===== src/isl_pkg.sv =====
package isl_pkg;

    // Configuration register indexes
    localparam logic [2:0] CFG_SHEAR_FACTOR  = 3'd0;
    localparam logic [2:0] CFG_OFFSET_BIAS   = 3'd1;
    localparam logic [2:0] CFG_SOURCE_LENGTH = 3'd2;
    localparam logic [2:0] CFG_TARGET_LENGTH = 3'd3;
    localparam logic [2:0] CFG_LINE_TOTAL    = 3'd4;
    localparam logic [2:0] CFG_RUN_BACKWARD  = 3'd5;
    localparam logic [2:0] CFG_INTERPOLATE   = 3'd6;
    localparam logic [2:0] CFG_PIXEL_BYTES   = 3'd7;

    // Blend arithmetic: 12-bit fraction, round to nearest
    localparam int         FRAC_BITS  = 12;
    localparam logic [12:0] FRAC_ONE  = 13'd4096;
    localparam logic [11:0] ROUND_HALF = 12'd2048;

    typedef struct packed {
        logic [7:0] red;
        logic [7:0] green;
        logic [7:0] blue;
    } pixel_t;

    typedef struct packed {
        pixel_t      pixel;
        logic        end_of_line;
    } item_t;

    typedef struct packed {
        pixel_t      pixel;
        logic [12:0] position;
        logic        last;
    } result_t;

endpackage


===== src/isl_blend.sv =====
module isl_blend (
    input  logic [7:0]  prev_px,
    input  logic [7:0]  cur_px,
    input  logic [11:0] frac,
    input  logic        trail_from_cur,
    output logic [7:0]  mixed_px,
    output logic [7:0]  trail_px
);

    logic [12:0] inv_frac;
    logic [19:0] prev_term;
    logic [20:0] cur_term;
    logic [20:0] mix_sum;
    logic [7:0]  trail_src;
    logic [19:0] trail_term;
    logic [20:0] trail_sum;

    assign inv_frac  = isl_pkg::FRAC_ONE - {1'b0, frac};
    assign prev_term = 20'(prev_px) * 20'(frac);
    assign cur_term  = 21'(cur_px) * 21'(inv_frac);
    assign mix_sum   = 21'(prev_term) + cur_term + 21'(isl_pkg::ROUND_HALF);
    assign mixed_px  = mix_sum[isl_pkg::FRAC_BITS +: 8];

    // trailing pixel blends the last landed pixel against black
    assign trail_src  = trail_from_cur ? cur_px : prev_px;
    assign trail_term = 20'(trail_src) * 20'(frac);
    assign trail_sum  = 21'(trail_term) + 21'(isl_pkg::ROUND_HALF);
    assign trail_px   = trail_sum[isl_pkg::FRAC_BITS +: 8];

endmodule


===== src/image_shear_line_interpolator_core.sv =====
// A pixel beat is registered in the input stage, then its results in the result pair.
// Throughput: one pixel beat per cycle while the output is not stalled and no reload is
// pending; a pixel that yields a placed and a trailing pixel takes two output beats, so
// the following pixel holds in the input stage until the second beat leaves.
// Reset (rst_n, asynchronous, active low) clears the registers to their defaults, empties
// both stages and zeroes the line and column counts; after any register write, and when a
// backward pass wraps its line count, the line product is reloaded through the multiplier
// while the input stage holds.
module image_shear_line_interpolator_core #(
    parameter int MAX_SOURCE = 4096,
    parameter int MAX_TARGET = 8192
) (
    input  logic        clk,
    input  logic        rst_n,
    // configuration write channel
    input  logic        cfg_valid,
    output logic        cfg_ready,
    input  logic [2:0]  cfg_index,
    input  logic [15:0] cfg_data,
    // source pixel channel
    input  logic        in_valid,
    output logic        in_stall,
    input  logic [7:0]  red,
    input  logic [7:0]  green,
    input  logic [7:0]  blue,
    input  logic        end_of_line,
    // placed pixel channel
    output logic        out_valid,
    input  logic        out_stall,
    output logic [7:0]  out_red,
    output logic [7:0]  out_green,
    output logic [7:0]  out_blue,
    output logic [12:0] position,
    output logic        last_of_run
);

    // Length limits, worked out at elaboration
    localparam logic [16:0] SRC_LIM = 17'(MAX_SOURCE);
    localparam logic [16:0] TGT_LIM = 17'(MAX_TARGET - 1);

    // ------------------------------------------------------------------
    // Configuration registers
    // ------------------------------------------------------------------
    logic [15:0] shear_factor_reg;
    logic [11:0] offset_bias_reg;
    logic [12:0] source_length_reg;
    logic [12:0] target_length_reg;
    logic [12:0] line_total_reg;
    logic        run_backward_reg;
    logic        interpolate_reg;
    logic [1:0]  pixel_bytes_reg;

    logic        cfg_write;

    assign cfg_ready = 1'b1;
    assign cfg_write = cfg_valid && cfg_ready;

    always_ff @(posedge clk or negedge rst_n)
    begin
        if (!rst_n)
        begin
            shear_factor_reg  <= '0;
            offset_bias_reg   <= '0;
            source_length_reg <= 13'd1;
            target_length_reg <= 13'd1;
            line_total_reg    <= '0;
            run_backward_reg  <= 1'b0;
            interpolate_reg   <= 1'b1;
            pixel_bytes_reg   <= 2'd3;
        end
        else if (cfg_write)
        begin
            unique case (cfg_index)
                isl_pkg::CFG_SHEAR_FACTOR:  shear_factor_reg  <= cfg_data;
                isl_pkg::CFG_OFFSET_BIAS:   offset_bias_reg   <= cfg_data[11:0];
                isl_pkg::CFG_SOURCE_LENGTH: source_length_reg <= cfg_data[12:0];
                isl_pkg::CFG_TARGET_LENGTH: target_length_reg <= cfg_data[12:0];
                isl_pkg::CFG_LINE_TOTAL:    line_total_reg    <= cfg_data[12:0];
                isl_pkg::CFG_RUN_BACKWARD:  run_backward_reg  <= cfg_data[0];
                isl_pkg::CFG_INTERPOLATE:   interpolate_reg   <= cfg_data[0];
                isl_pkg::CFG_PIXEL_BYTES:   pixel_bytes_reg   <= cfg_data[1:0];
            endcase
        end
    end

    // Clamp the lengths to what the parameters allow
    logic [16:0] slen_wide;
    logic [16:0] tlen_wide;
    logic [12:0] slen;
    logic [12:0] tlen;
    logic        mix;

    assign slen_wide = ({4'b0, source_length_reg} > SRC_LIM) ? SRC_LIM
                                                             : {4'b0, source_length_reg};
    assign tlen_wide = ({4'b0, target_length_reg} > TGT_LIM) ? TGT_LIM
                                                             : {4'b0, target_length_reg};
    assign slen = slen_wide[12:0];
    assign tlen = tlen_wide[12:0];

    // Blending needs all three channels; otherwise copy
    assign mix = interpolate_reg && (pixel_bytes_reg == 2'd3);

    // ------------------------------------------------------------------
    // Handshake and stage control
    // ------------------------------------------------------------------
    logic          s1_valid_reg;
    isl_pkg::item_t s1_reg;
    logic [1:0]    out_count_reg;
    isl_pkg::result_t res0_reg;
    isl_pkg::result_t res1_reg;
    logic          reload_pend_reg;

    logic in_accept;
    logic out_accept;
    logic out_free;
    logic s1_move;

    assign out_valid  = (out_count_reg != 2'd0);
    assign out_accept = out_valid && !out_stall;
    // the result pair can take a new item once the last beat leaves
    assign out_free   = (out_count_reg == 2'd0) || ((out_count_reg == 2'd1) && out_accept);
    // hold the pixel while the line product is being reloaded
    assign s1_move    = s1_valid_reg && out_free && !reload_pend_reg;
    assign in_stall   = s1_valid_reg && !s1_move;
    assign in_accept  = in_valid && !in_stall;

    // Input register: hold the beat until the result side has room and no reload is pending
    always_ff @(posedge clk or negedge rst_n)
    begin
        if (!rst_n)
        begin
            s1_valid_reg <= 1'b0;
        end
        else if (in_accept)
        begin
            s1_valid_reg <= 1'b1;
        end
        else if (s1_move)
        begin
            s1_valid_reg <= 1'b0;
        end
    end

    always_ff @(posedge clk)
    begin
        if (in_accept)
        begin
            s1_reg.pixel.red   <= red;
            s1_reg.pixel.green <= green;
            s1_reg.pixel.blue  <= blue;
            s1_reg.end_of_line <= end_of_line;
        end
    end

    // ------------------------------------------------------------------
    // Line state. The product base * shear_factor is kept for the current
    // line and stepped by one shear_factor at each line end, so no
    // multiplication sits between two lines. After a register write, and
    // when a backward pass wraps from the top line index back to zero, the
    // product is reloaded through the multiplier; a pixel in the input
    // stage waits for it.
    // ------------------------------------------------------------------
    logic [12:0]      line_index_reg;
    logic [11:0]      column_reg;
    logic [28:0]      prod_reg;
    isl_pkg::pixel_t  prev_reg;

    logic [12:0] line_base;
    logic [28:0] reload_prod;
    logic [28:0] prod_step;

    assign line_base   = run_backward_reg
                       ? ((line_total_reg >= line_index_reg) ? (line_total_reg - line_index_reg)
                                                             : 13'd0)
                       : line_index_reg;
    assign reload_prod = 29'(line_base) * 29'(shear_factor_reg);

    // next line's product: forward adds, backward subtracts until the base hits zero
    always_comb
    begin
        if (run_backward_reg)
        begin
            prod_step = (line_total_reg > line_index_reg)
                      ? (prod_reg - 29'(shear_factor_reg)) : 29'd0;
        end
        else
        begin
            prod_step = (line_index_reg == '1) ? 29'd0 : (prod_reg + 29'(shear_factor_reg));
        end
    end

    // Placement of the pixel in the stage and of a trailing pixel
    logic [14:0] start_offset;
    logic [14:0] pix_pos;
    logic [14:0] trail_pos;
    logic [11:0] fraction;
    logic        landed;
    logic        trail;

    assign start_offset = {2'b0, prod_reg[28:16]} - {3'b0, offset_bias_reg};
    assign fraction     = prod_reg[15:4];
    assign pix_pos      = start_offset + {3'b0, column_reg};
    assign trail_pos    = start_offset + {2'b0, slen};
    assign landed       = !pix_pos[14] && (pix_pos[13:0] < {1'b0, tlen});
    assign trail        = s1_reg.end_of_line && mix && (fraction != 12'd0)
                       && !trail_pos[14] && (trail_pos[13:0] < {1'b0, tlen});

    always_ff @(posedge clk or negedge rst_n)
    begin
        if (!rst_n)
        begin
            line_index_reg  <= '0;
            column_reg      <= '0;
            prod_reg        <= '0;
            reload_pend_reg <= 1'b0;
            prev_reg        <= '0;
        end
        else if (cfg_write)
        begin
            // a register write starts over from line zero
            line_index_reg  <= '0;
            column_reg      <= '0;
            reload_pend_reg <= 1'b1;
            prev_reg        <= '0;
        end
        else if (reload_pend_reg)
        begin
            prod_reg        <= reload_prod;
            reload_pend_reg <= 1'b0;
        end
        else if (s1_move)
        begin
            if (s1_reg.end_of_line)
            begin
                // close the line: advance, rewind the column, drop the history
                line_index_reg <= line_index_reg + 13'd1;
                column_reg     <= '0;
                prod_reg       <= prod_step;
                prev_reg       <= '0;
                // backward base jumps back to line_total: reload through the multiplier
                if (run_backward_reg && (line_index_reg == '1))
                begin
                    reload_pend_reg <= 1'b1;
                end
            end
            else
            begin
                column_reg <= column_reg + 12'd1;
                if (landed && mix)
                begin
                    prev_reg <= s1_reg.pixel;
                end
            end
        end
    end

    // ------------------------------------------------------------------
    // Blend datapath, one unit per channel
    // ------------------------------------------------------------------
    isl_pkg::pixel_t mixed_px;
    isl_pkg::pixel_t trail_px;
    logic            trail_from_cur;

    // a pixel that lands under blending becomes the history for the trailer
    assign trail_from_cur = landed && mix;

    isl_blend u_blend_red (
        .prev_px        (prev_reg.red),
        .cur_px         (s1_reg.pixel.red),
        .frac           (fraction),
        .trail_from_cur (trail_from_cur),
        .mixed_px       (mixed_px.red),
        .trail_px       (trail_px.red)
    );

    isl_blend u_blend_green (
        .prev_px        (prev_reg.green),
        .cur_px         (s1_reg.pixel.green),
        .frac           (fraction),
        .trail_from_cur (trail_from_cur),
        .mixed_px       (mixed_px.green),
        .trail_px       (trail_px.green)
    );

    isl_blend u_blend_blue (
        .prev_px        (prev_reg.blue),
        .cur_px         (s1_reg.pixel.blue),
        .frac           (fraction),
        .trail_from_cur (trail_from_cur),
        .mixed_px       (mixed_px.blue),
        .trail_px       (trail_px.blue)
    );

    // ------------------------------------------------------------------
    // Result pair: up to two results per pixel, shown one beat at a time
    // ------------------------------------------------------------------
    isl_pkg::pixel_t  plain_px;
    isl_pkg::result_t main_res;
    isl_pkg::result_t trail_res;
    isl_pkg::result_t res0_next;
    logic [1:0]       res_n;

    // plain copy: red always passes; channels beyond pixel_bytes read as zero
    assign plain_px.red   = s1_reg.pixel.red;
    assign plain_px.green = (pixel_bytes_reg >= 2'd2) ? s1_reg.pixel.green : 8'd0;
    assign plain_px.blue  = (pixel_bytes_reg == 2'd3) ? s1_reg.pixel.blue  : 8'd0;

    assign res_n = {1'b0, landed} + {1'b0, trail};

    assign main_res.pixel    = mix ? mixed_px : plain_px;
    assign main_res.position = pix_pos[12:0];
    assign main_res.last     = !trail;

    assign trail_res.pixel    = trail_px;
    assign trail_res.position = trail_pos[12:0];
    assign trail_res.last     = 1'b1;

    assign res0_next = landed ? main_res : trail_res;

    always_ff @(posedge clk or negedge rst_n)
    begin
        if (!rst_n)
        begin
            out_count_reg <= 2'd0;
        end
        else
        begin
            priority if (s1_move && (res_n != 2'd0))
            begin
                out_count_reg <= res_n;
            end
            else if (out_accept)
            begin
                out_count_reg <= out_count_reg - 2'd1;
            end
        end
    end

    always_ff @(posedge clk)
    begin
        priority if (s1_move && (res_n != 2'd0))
        begin
            res0_reg <= res0_next;
            res1_reg <= trail_res;
        end
        else if (out_accept)
        begin
            // advance the trailer into the shown slot
            res0_reg <= res1_reg;
        end
    end

    assign out_red     = res0_reg.pixel.red;
    assign out_green   = res0_reg.pixel.green;
    assign out_blue    = res0_reg.pixel.blue;
    assign position    = res0_reg.position;
    assign last_of_run = res0_reg.last;

    // ------------------------------------------------------------------
    // Assertions
    // ------------------------------------------------------------------
    a_count_range: assert property (@(posedge clk) disable iff (!rst_n)
        out_count_reg != 2'd3)
        else $error("result pair holds more than two beats");

    a_pair_order: assert property (@(posedge clk) disable iff (!rst_n)
        (out_count_reg == 2'd2) |-> (!res0_reg.last && res1_reg.last))
        else $error("first of two results marked last, or trailer not marked last");

    a_cfg_restart: assert property (@(posedge clk) disable iff (!rst_n)
        cfg_write |=> ((line_index_reg == 13'd0) && (column_reg == 12'd0)
                       && (prev_reg == '0) && reload_pend_reg))
        else $error("register write did not restart the line state");

    a_eol_rewind: assert property (@(posedge clk) disable iff (!rst_n)
        (s1_move && s1_reg.end_of_line) |=> ((column_reg == 12'd0) && (prev_reg == '0)))
        else $error("line end did not rewind the column and clear the history");

endmodule

===== config.mk =====
export PLATFORM = sky130hd
export DESIGN_NAME = image_shear_line_interpolator_core
export DESIGN_NICKNAME = d
export VERILOG_FILES = /design/src/isl_pkg.sv /design/src/isl_blend.sv /design/src/image_shear_line_interpolator_core.sv
export SDC_FILE = /design/constraint.sdc
export NUM_CORES = 2
export LEC_CHECK = 0
export BUFFER_PORTS_ARGS = -buffer_cell sky130_fd_sc_hd__buf_2
export CELL_PAD_IN_SITES_DETAIL_PLACEMENT = 1
export CELL_PAD_IN_SITES_GLOBAL_PLACEMENT = 2
export CORE_MARGIN = 1.5
export CORE_UTILIZATION = 43
export DETAILED_ROUTE_END_ITERATION = 6
export GPL_ROUTABILITY_DRIVEN = 0
export MAX_ROUTING_LAYER = met4
export PLACE_DENSITY_LB_ADDON = 0.1
export REMOVE_ABC_BUFFERS = 1
export SYNTH_ARGS = -nofsm -noshare
export SYNTH_HDL_FRONTEND = slang
export SYNTH_SLANG_ARGS = --single-unit

===== constraint.sdc =====
create_clock -name clk -period 12.11 [get_ports clk]
set_input_delay 0.6055 -clock clk [delete_from_list [all_inputs] [get_ports clk]]
set_output_delay 0.6055 -clock clk [all_outputs]
set_load 0.005 [all_outputs]

==> metrics <==
TritonRoute pass-1 iters=5; critical path data arrival time=11.75 ns; post-CTS sizing=0; Final Cell Area=~53000 sq um; all-layer global routing usage=0.281; Slew @ Worst Pin=1.15 ns; global route overflow=0; fin crit share=0.940; largest fanout on the critical path=15; CTS Hold Bufs=0; post-route insts no fill=6951; Crit Path Class=register to register; FFs w/ async S/R, synth=0.605; Die ar.=roughly 120000 sq um; final core occ=0.463; placed cell count=6879; DIE WIDTH=342 um; RSZ-0062 raised after global routing=false; Rel. slew slack=0.228; share of cells above drive strength 1=0.0679; CTS tree=yes; Fin Setup TNS=0 ns; max capacitance violation total=0; Port Buf Inserts=88; number of DRC markers in iteration 0=1738; HP Class=primary input to async pin; Syn Inst Count=between 5000 and 6000; die height=between 300 and 400 um; Netlist Area Pre-Place=49400 sq um; crit end category=register; Layout area overhead=6.91%; highest-delay cell along the critical path=dfrtp_1; WL/cell=between 20 and 25 um; Post-CTS Setup Inserts=0; Largest register FFs=37; Max clock buf depth=3; main flop type after synthesis=dfrtp_1; htree depth=2; detailed placer's ending HPWL=~120000 um; Clk pin slew, worst setup/hold paths=0.06 ns; Detail Route Antenna Nets=0; clk root buf=clkbuf_16; I/O pin count=90; number of global-route vias before repair=41300; syn avg cell area=about 9 sq um; DRC Markers=0; max-slew violation count=0; Vias/cell=between 5 and 6; Sink Count=253; antenna violations before repair=6; Synth cell types=84; Min Clock Period, post-route=11.38 ns; CTS buffer count=38; Core ar.=114000 sq um; #FFs+latches synth=between 200 and 300; Final Hold Fails=0; status=finished, final reports clean; FP Rows=124; nets=6797; CP max stage delay=0.55 ns; Vias=37400; Worst Skew=0.0374 ns; largest net degree at the start of global routing=92; first-pass GRT wire length=243000 um; CP Launch Type=register; initial core utilization=0.433; clk_lat worst skew=0.65 ns; Final setup viols=0; yosys warns=0; Placed Area=51500 sq um; CP required=12.48 ns; Peak Freq=87.9 MHz; post-synthesis sequential area ratio=0.139; EDFF count, synth=100; final wirelength=155000 um
[stage by stage]
step,hold WS (ns),setup slack [ns]
final,0.0746,0.732
after global routing,0.122,0.0263
after CTS,0.109,0.703
after detailed placement,0.491,0.742
after global placement,0.481,1.03
after floorplan,0.310,1.07
[synth_stat cells (all sizes together) (13+ instances only)]
cell type	instances	area share
xnor2	102	0.018
ha	533	0.14
o22ai	18	0.0023
nand2b	55	0.0070
nor4	13	0.0020
nor2	210	0.016
a31oi	14	0.0018
a22o	25	0.0044
nand3	36	0.0037
mux2i	33	0.0072
nand4	21	0.0027
buf	24	0.0031
dfrtp	148	0.075
a21o	46	0.0070
fa	808	0.33
xor2	47	0.0083
mux2	60	0.014
nor3	58	0.0059
nor2b	131	0.017
a221oi	13	0.0023
o21bai	15	0.0023
inv	1024	0.078
a21oi	164	0.017
nand2	677	0.051
a211oi	30	0.0046
and3	22	0.0028
o21a	29	0.0044
o21ai	180	0.018
or3	14	0.0018
edfxtp	100	0.061
clkbuf	245	0.019
and2	395	0.050
[final cells by class]
class | instances | area [sq um]
diodes | 2 | 5.00
flip-flops and latches | 253 | 6850
clock buffers | 45 | 1010
well taps | 1512 | 1890
inverters | 1027 | 3850
fillers | 13200 | 61300
multi-input cells | 3909 | 37700
clock inverters | 25 | 288
repair buffers | 178 | 1120
[cells by family (layout without fill, tap and decap cells)]
logic type               after synthesis  after routing  share of synthesized area
flip-flops                           253            253                      0.139
multiplexers                          93             93                     0.0209
AND/OR/NAND/NOR                     1666           1666                      0.165
XOR/XNOR                             149            149                     0.0264
buffers and inverters               1296           1275                     0.0998
AO/OA/AOI/OAI                        659            659                     0.0863
adder cells (fa/ha/maj)             1341           1341                      0.463
other                                  1              3                  0.0000760
[final timing paths]
path | startpoint | to | slack, ns | depth (start not counted)
setup / recovery | prod_reg[16]$_DFFE_PN0P_ | out_blue[7]$_DFFE_PP_ | 0.73 | 40
hold / removal | rst_n | prod_reg[2]$_DFFE_PN0P_ | 0.07 | 1
setup reg to reg | prod_reg[16]$_DFFE_PN0P_ | out_blue[7]$_DFFE_PP_ | 0.73 | 40
hold reg to reg | source_length_reg[9]$_DFFE_PN0P_ | source_length_reg[9]$_DFFE_PN0P_ | 0.50 | 1
max in group asynchronous | rst_n | prod_reg[15]$_DFFE_PN0P_ | 10.36 | 2
min in group clk | blue[1] | s1_reg[2]$_DFFE_PP_ | 0.13 | 1
[layout by cell type (no fill, tap or decap), types with 45 or more instances in the layout]
cell type / instances
nor2b_1: 130
nor3_1: 56
ha_1: 533
edfxtp_1: 100
o21ai_0: 174
buf_4: 90
xnor2_1: 94
nand2_1: 677
buf_2: 87
inv_1: 1024
fa_1: 808
nand2b_1: 55
a21o_1: 46
nor2_1: 208
xor2_1: 45
mux2_2: 60
a21oi_1: 162
dfrtp_1: 136
and2_1: 394
[critical path, delay by kind of cell (launching register included)]
family,cells,cell delay (ns)
compound gates,18,4.37
fa+ha+maj,9,3.45
buf+inv,4,0.54
flops,1,0.55
mux,1,0.40
simple gates,6,1.40
xor+xnor,2,0.35
[metal layers]
layer / track usage / routed length, um / vias up
li1: - / - / 17000
met1: 0.357 / 68000 / 19600
met2: 0.470 / 75600 / 671
met3: 0.0356 / 6630 / 188
met4: 0.0772 / 4650 / 0
met5: - / 0 / -
Power is not shown: default switching activity piles up to over one toggle a cycle in this logic, so the estimate is an artifact.
